### src/hcfp_pkg.sv
// Shared types, codes and helpers for the hex command frame parser.
// No dependencies; every other file in src refers to this package by scoped name.
`timescale 1ns / 1ps

package hcfp_pkg;

  localparam int unsigned BYTE_W     = 8;
  localparam int unsigned VALUE_W    = 64;
  localparam int unsigned COUNT_W    = 12;
  localparam int unsigned DIGIT_CNT_W = 4;
  localparam int unsigned KIND_W     = 2;

  // A value is complete once the sixteenth digit has arrived.
  localparam logic [DIGIT_CNT_W-1:0] DIGIT_LAST     = 4'd15;
  localparam logic [COUNT_W-1:0]     MAX_ARGS_RESET = 12'd64;

  localparam logic [KIND_W-1:0] KIND_HEADER   = 2'd0;
  localparam logic [KIND_W-1:0] KIND_ARGUMENT = 2'd1;
  localparam logic [KIND_W-1:0] KIND_ERROR    = 2'd2;

  localparam logic ERR_NOT_HEX  = 1'b0;
  localparam logic ERR_TOO_MANY = 1'b1;

  typedef struct packed {
    logic [KIND_W-1:0]  kind;
    logic               error_code;
    logic [BYTE_W-1:0]  command;
    logic [VALUE_W-1:0] value;
    logic [COUNT_W-1:0] arg_index;
    logic               last;
  } result_t;

  typedef struct packed {
    logic       ok;
    logic [3:0] nibble;
  } hex_digit_t;

  // Lower-case hex digits only; anything else is flagged as not a digit.
  function automatic hex_digit_t decode_hex(input logic [BYTE_W-1:0] ch);
    hex_digit_t d;
    logic [BYTE_W-1:0] off;
    d   = '{ok: 1'b0, nibble: 4'd0};
    off = '0;
    if (ch inside {[8'h30:8'h39]}) begin
      off = ch - 8'h30;
      d   = '{ok: 1'b1, nibble: off[3:0]};
    end else if (ch inside {[8'h61:8'h66]}) begin
      off = ch - 8'h57;
      d   = '{ok: 1'b1, nibble: off[3:0]};
    end
    return d;
  endfunction

endpackage

### src/hcfp_parser.sv
// Frame parser state machine: command byte, count digits, argument digits, sticky error.
// Depends on hcfp_pkg for the result type, codes and the hex digit decoder.
`timescale 1ns / 1ps

module hcfp_parser (
  input  logic                         clk,
  input  logic                         rst_n,
  input  logic                         step,
  input  logic [hcfp_pkg::BYTE_W-1:0]  in_byte,
  input  logic [hcfp_pkg::COUNT_W-1:0] max_args,
  output logic                         res_valid,
  output hcfp_pkg::result_t            res
);

  typedef enum logic [1:0] {PH_CMD, PH_COUNT, PH_ARG, PH_ERR} phase_t;

  phase_t                            phase_r, phase_nxt;
  logic [hcfp_pkg::BYTE_W-1:0]       command_r, command_nxt;
  logic [hcfp_pkg::VALUE_W-1:0]      acc_r, acc_nxt;
  logic [hcfp_pkg::DIGIT_CNT_W-1:0]  digit_cnt_r, digit_cnt_nxt;
  logic [hcfp_pkg::COUNT_W-1:0]      arg_total_r, arg_total_nxt;
  logic [hcfp_pkg::COUNT_W-1:0]      arg_done_r, arg_done_nxt;

  hcfp_pkg::hex_digit_t              digit;
  logic [hcfp_pkg::VALUE_W-1:0]      acc_shift;
  logic [hcfp_pkg::COUNT_W-1:0]      done_inc;
  logic                              full;
  logic                              too_many;

  always_comb begin
    digit     = hcfp_pkg::decode_hex(in_byte);
    acc_shift = {acc_r[hcfp_pkg::VALUE_W-5:0], digit.nibble};
    full      = (digit_cnt_r == hcfp_pkg::DIGIT_LAST);
    done_inc  = arg_done_r + 1'b1;
    // The whole 64-bit count is compared, not just its low twelve bits.
    too_many  = (|acc_shift[hcfp_pkg::VALUE_W-1:hcfp_pkg::COUNT_W]) ||
                (acc_shift[hcfp_pkg::COUNT_W-1:0] > max_args);

    phase_nxt     = phase_r;
    command_nxt   = command_r;
    acc_nxt       = acc_r;
    digit_cnt_nxt = digit_cnt_r;
    arg_total_nxt = arg_total_r;
    arg_done_nxt  = arg_done_r;

    res_valid      = 1'b0;
    res.kind       = hcfp_pkg::KIND_HEADER;
    res.error_code = hcfp_pkg::ERR_NOT_HEX;
    res.command    = command_r;
    res.value      = '0;
    res.arg_index  = '0;
    res.last       = 1'b0;

    case (phase_r)
      PH_CMD: begin
        command_nxt   = in_byte;
        acc_nxt       = '0;
        digit_cnt_nxt = '0;
        arg_total_nxt = '0;
        arg_done_nxt  = '0;
        phase_nxt     = PH_COUNT;
      end
      PH_COUNT, PH_ARG: begin
        if (!digit.ok) begin
          phase_nxt      = PH_ERR;
          res_valid      = 1'b1;
          res.kind       = hcfp_pkg::KIND_ERROR;
          res.error_code = hcfp_pkg::ERR_NOT_HEX;
          res.arg_index  = arg_done_r;
          res.last       = 1'b1;
        end else begin
          acc_nxt       = acc_shift;
          digit_cnt_nxt = digit_cnt_r + 1'b1;
          if (full) begin
            acc_nxt   = '0;
            res_valid = 1'b1;
            if (phase_r == PH_COUNT) begin
              if (too_many) begin
                phase_nxt      = PH_ERR;
                res.kind       = hcfp_pkg::KIND_ERROR;
                res.error_code = hcfp_pkg::ERR_TOO_MANY;
                res.last       = 1'b1;
              end else begin
                arg_total_nxt = acc_shift[hcfp_pkg::COUNT_W-1:0];
                arg_done_nxt  = '0;
                res.value     = acc_shift;
                if (acc_shift == '0) begin
                  phase_nxt = PH_CMD;
                  res.last  = 1'b1;
                end else begin
                  phase_nxt = PH_ARG;
                end
              end
            end else begin
              arg_done_nxt  = done_inc;
              res.kind      = hcfp_pkg::KIND_ARGUMENT;
              res.value     = acc_shift;
              res.arg_index = arg_done_r;
              res.last      = (done_inc == arg_total_r);
              if (done_inc == arg_total_r) begin
                phase_nxt = PH_CMD;
              end
            end
          end
        end
      end
      default: begin
        // Locked after an error: bytes are swallowed without a result.
      end
    endcase

    if (!step) begin
      res_valid = 1'b0;
    end
  end

  // Only the phase needs a reset: the command phase clears everything else.
  always_ff @(posedge clk) begin
    if (!rst_n) begin
      phase_r <= PH_CMD;
    end else if (step) begin
      phase_r     <= phase_nxt;
      command_r   <= command_nxt;
      acc_r       <= acc_nxt;
      digit_cnt_r <= digit_cnt_nxt;
      arg_total_r <= arg_total_nxt;
      arg_done_r  <= arg_done_nxt;
    end
  end

  a_error_sticky: assert property (@(posedge clk) disable iff (!rst_n)
    phase_r == PH_ERR |=> phase_r == PH_ERR)
    else $error("parser left the error phase without a reset");

  a_locked_silent: assert property (@(posedge clk) disable iff (!rst_n)
    phase_r == PH_ERR |-> !res_valid)
    else $error("result produced while locked");

  a_error_ends_frame: assert property (@(posedge clk) disable iff (!rst_n)
    res_valid && res.kind == hcfp_pkg::KIND_ERROR |-> res.last && phase_nxt == PH_ERR)
    else $error("error result without last or without locking");

  a_frame_end_to_cmd: assert property (@(posedge clk) disable iff (!rst_n)
    res_valid && res.last && res.kind != hcfp_pkg::KIND_ERROR |=> phase_r == PH_CMD)
    else $error("frame ended but parser does not await a command byte");

endmodule

### src/hcfp_out_reg.sv
// Result register between the parser and the output channel.
// Depends on hcfp_pkg for the result type.
`timescale 1ns / 1ps

module hcfp_out_reg (
  input  logic              clk,
  input  logic              rst_n,
  input  logic              res_valid,
  input  hcfp_pkg::result_t res,
  input  logic              out_tready,
  output logic              load_ok,
  output logic              out_valid,
  output hcfp_pkg::result_t res_out
);

  logic              valid_r, valid_nxt;
  hcfp_pkg::result_t res_r;

  // The register may be reloaded when it is empty or its beat leaves now.
  assign load_ok   = !valid_r || out_tready;
  assign valid_nxt = load_ok ? res_valid : valid_r;

  always_ff @(posedge clk) begin
    if (!rst_n) begin
      valid_r <= 1'b0;
    end else begin
      valid_r <= valid_nxt;
    end
  end

  always_ff @(posedge clk) begin
    if (load_ok && res_valid) begin
      res_r <= res;
    end
  end

  assign out_valid = valid_r;
  assign res_out   = res_r;

endmodule

### src/hex_command_frame_parser.sv
// Top level of the hex command frame parser: stream ports, max_args register.
// Depends on hcfp_pkg, hcfp_parser and hcfp_out_reg.
// A result is registered and appears on out_tvalid in the cycle after the byte that causes it.
// Throughput: one byte per cycle, set by the single output register; a stalled
// result holds in_tready low until it is taken.
// Reset (synchronous, rst_n low): parser awaits a command byte, no result pending,
// max_args returns to 64.
`timescale 1ns / 1ps

module hex_command_frame_parser (
  input  logic                          clk,
  input  logic                          rst_n,
  // in_tdata: [7:0] in_byte
  input  logic [7:0]                    in_tdata,
  input  logic                          in_tvalid,
  output logic                          in_tready,
  // out_tdata: [7:0] command, [71:8] value, [83:72] arg_index, [87:84] zero
  output logic [87:0]                   out_tdata,
  // out_tuser: [1:0] kind, [2] error_code
  output logic [2:0]                    out_tuser,
  output logic                          out_tlast,
  output logic                          out_tvalid,
  input  logic                          out_tready,
  input  logic [hcfp_pkg::COUNT_W-1:0]  cfg_data,
  input  logic                          cfg_valid,
  output logic                          cfg_ready
);

  logic [hcfp_pkg::COUNT_W-1:0] max_args_r;
  logic                         step;
  logic                         load_ok;
  logic                         res_valid;
  hcfp_pkg::result_t            res;
  hcfp_pkg::result_t            res_out;

  assign cfg_ready = 1'b1;

  always_ff @(posedge clk) begin
    if (!rst_n) begin
      max_args_r <= hcfp_pkg::MAX_ARGS_RESET;
    end else if (cfg_valid && cfg_ready) begin
      max_args_r <= cfg_data;
    end
  end

  assign in_tready = load_ok;
  assign step      = in_tvalid && in_tready;

  hcfp_parser u_parser (
    .clk       (clk),
    .rst_n     (rst_n),
    .step      (step),
    .in_byte   (in_tdata),
    .max_args  (max_args_r),
    .res_valid (res_valid),
    .res       (res)
  );

  hcfp_out_reg u_out_reg (
    .clk        (clk),
    .rst_n      (rst_n),
    .res_valid  (res_valid),
    .res        (res),
    .out_tready (out_tready),
    .load_ok    (load_ok),
    .out_valid  (out_tvalid),
    .res_out    (res_out)
  );

  assign out_tdata = {4'd0, res_out.arg_index, res_out.value, res_out.command};
  assign out_tuser = {res_out.error_code, res_out.kind};
  assign out_tlast = res_out.last;

endmodule
### config.mk
export PLATFORM = sky130hd
export DESIGN_NAME = hex_command_frame_parser
export DESIGN_NICKNAME = d
export VERILOG_FILES = /design/src/hcfp_pkg.sv /design/src/hcfp_parser.sv /design/src/hcfp_out_reg.sv /design/src/hex_command_frame_parser.sv
export SDC_FILE = /design/constraint.sdc
export NUM_CORES = 1
export LEC_CHECK = 0
export ABC_CLOCK_PERIOD_IN_PS = 19850
export BUFFER_PORTS_ARGS = -buffer_cell sky130_fd_sc_hd__buf_2
export CORE_MARGIN = 10
export CORE_UTILIZATION = 57
export CTS_CLUSTER_SIZE = 40
export DETAILED_ROUTE_END_ITERATION = 6
export PLACE_DENSITY = 0.83
export SLEW_MARGIN = 15
export SYNTH_ARGS = -nofsm -noshare
export SYNTH_HDL_FRONTEND = slang
export SYNTH_SLANG_ARGS = --single-unit
### constraint.sdc
create_clock -name clk -period 19.85 [get_ports clk]
set_input_delay 3.97 -clock clk [delete_from_list [all_inputs] [get_ports clk]]
set_output_delay 3.97 -clock clk [all_outputs]
set_load 0.03 [all_outputs]
==> results.md <==
- Largest net degree at the start of global routing: 80
- Hold Buf Count CTS: 0
- VDD IR max: 55.8 uV
- Data arrival, critical path: 4370 ps
- NetSw: 0.000242 W
- Vias in the first global route: 5,489
- GP Congestion: 0.889
- Mean Syn Cell Area: 13.8 sq um
- Comb pwr share: 0.120
- Yosys cell types: 56
- Startpoint types: input port
- Most Frequent Cell on Critical Path: buf_2
- CTS clk-pin slew, worst paths: 60 ps
- Initial core utilization: 0.581
- Most frequent cells in the layout: 184 x edfxtp_1, 114 x buf_2, 95 x and2_1
- Hold Vio Cnt, Final: 0
- Crit end category: primary output
- Critical Path Fanout Max: 2
- Power Internal: 0.000714 W
- Post-CTS sizing: 0
- Slew Viols, Final: 0
- Die area: 20,800 sq um
- FFs w/ async S/R, synth: 0
- Seq/Total Area, Yosys: 0.662
- DP Area: 9460 sq um
- Port-buffer cells: 114
- Slew headroom: 0.300
- Cell Chain, Critical Path: buf_2 > inv_1 > nand2_1 > buf_2
- Clock root buffer: clkbuf_16
- Die Width: 144 um
- Pwr dens: 95.4 nW/um^2
- Post-DP HPWL: 12,300 um
- Global-route wire length before repair: 28,800 um
- Period utilization: 0.420
- Die H: 144 um
- Switching share of power: 0.253
- Flops & latches, synth: 199
- RSZ-0062 raised after global routing: no
- Vias: 5,467
- Longest Clk Path Bufs: 2
- Final setup violation count: 0
- Final hold slack: 426 ps
- Ys flop type: edfxtp_1
- CTS buffer count: 17
- Pre-antenna DRT Iters: 7
- Clock sinks: 199
- Crit path time final: 8340 ps
- Status: completed
- CORE AREA: 15,100 sq um
- Ys Warns: 0
- Via density: 5.79
- WL/cell: 19.1 um
- WS Path Type: in -> out
- Post-Route Setup TNS: 0 ps
- Final global-route overflow total: 0
- CP max-delay cell: buf_2
- Finished Core Util: 0.662
- Row count: 45
- Drt total wl: 18,100 um
- Final setup skew: 12.4 ps
- Post-synth EDFFs: 184
- Reg2reg setup slack: 16,240 ps
- Max Cap Viol: 0
- DR iter-0 viols: 532
- Post-route ant nets: 0
- Worst hold-check path type: reg -> reg
- Final nets: 792
- Final instance area: 10,000 sq um
- Boundary Pins: 120
- Most common cell after layout, fill and taps aside: edfxtp_1
- Worst Path Required: 15,880 ps
- CTS tree: yes
- DRC viols: 0
- Initial antenna violation count: 0
- Critical Path Max Stage Delay: 180 ps
- Sequential share of power: 0.534
- Mapped Area: 8800 sq um
- GRT Overall Usage: 0.179
- Fmax: 120 MHz
- Area grow syn2layout: 14.0%
- Clock Power Share: 0.346
- Mapped Cells: 639
- Postcts setup bufs: 0
- Diodes inserted: 0
- Worst skew pair latency: 440 ps
- P_leak: 3.91 nW
- Layout cells sized above 1: 0.213
- Worst-Margin Slew: 1050 ps
- Depth of the CTS H-tree: 4
-- cell families (layout without fill, tap and decap cells) --
group           after synthesis  in the layout  share of synthesized area
compound gates               49             49                     0.0438
buf+inv                      53            168                     0.0312
flops                       199            199                      0.662
simple gates                274            274                      0.185
fa+ha+maj                    22             22                     0.0313
mux                          15             15                     0.0174
other cells                   2              5                   0.000854
xor+xnor                     25             25                     0.0280
-- area by class of cell --
type / count / area [sq um]
inverters: 17 / 63.8
clock inverters: 13 / 133
repair buffers: 120 / 616
clock buffers: 18 / 429
flip-flops and latches: 199 / 5830
fillers: 1079 / 5120
well taps: 188 / 235
multi-input cells: 390 / 2720
-- final timing paths --
path | from | to | cells past startpoint
worst max register to register | u_parser.digit_cnt_r[0] | u_parser.phase_r[1] | 9
worst min-delay path | u_parser.command_r[3] | u_out_reg.res_out[80] | 0
worst max-delay path | out_tready | in_tready | 4
worst min register to register | u_parser.command_r[3] | u_out_reg.res_out[80] | 0
-- flip-flops by register name, indices dropped and copies added (netlist names) --
register / flops
u_parser.phase_r: 2
u_parser.arg_total_r: 12
u_parser.arg_done_r: 12
max_args_r: 12
u_out_reg.res_out: 88
u_parser.acc_r: 60
u_parser.command_r: 8
u_out_reg.out_valid: 1
u_parser.digit_cnt_r: 4
-- layer usage --
metal	GRT usage	vias to the layer above	wire [um]
met4	0.0851	0	447
met3	0.0489	37	1370
met5	0	-	0
met1	0.221	2665	7320
li1	-	2553	-
met2	0.286	212	8930
-- synthesized netlist by cell type, types with 2 or more instances --
master       n  area [sq um]
nor3_1       8          40.0
o21a_1       3          22.5
a2111oi_0    2          17.5
a21oi_1     10          50.1
buf_6        6          67.6
nand4_1     10          62.6
xnor2_1     10          87.6
nor4_1      17           106
edfxtp_1   184          5530
and2_1      95           594
nand2b_1     3          18.8
a211oi_1     6          45.0
ha_1        22           275
a21o_1       2          15.0
conb_1       2          7.51
mux2_2       2          22.5
o211ai_1     2          15.0
mux2i_1     13           130
o21ai_0      5          25.0
nor3b_1      4          30.0
nor2_1      33           124
buf_1        2          7.51
nand2_1     13          48.8
inv_1       17          63.8
a31oi_1      3          18.8
xnor3_1      2          45.0
nand4bb_1    2          22.5
and3_1      59           369
nor2b_1     13          81.3
clkbuf_1    20          75.1
xor2_1      13           114
dfxtp_1     15           300
and4_1       4          35.0
nand3_1      8          40.0
buf_4        8          60.1
-- worst max-delay path: cells and delay by family --
family | cells | cell delay [ps]
buffers and inverters | 3 | 330
AND/OR/NAND/NOR | 1 | 70
-- per-stage QoR --
stage | setup slack (ps) | total power (W) | instances
2_1_floorplan | 2300 | 0.000605 | 642
3_3_place_gp | 11520 | 0.000630 | 914
3_5_place_dp | 11480 | 0.000635 | 914
4_1_cts | 11510 | 0.000961 | 945
5_1_grt | 11460 | 0.000989 | 945
6_report | 11510 | 0.000957 | 945
-- power by group through the flow --
stage	registers [W]	clock network, W	logic (W)
6_report	0.000511	0.000331	0.000115
5_1_grt	0.000514	0.000350	0.000125
4_1_cts	0.000511	0.000334	0.000116
3_5_place_dp	0.000520	0	0.000115
3_3_place_gp	0.000519	0	0.000111
2_1_floorplan	0.000550	0	0.0000554
No activity file was read; power rests on OpenSTA's default activity.
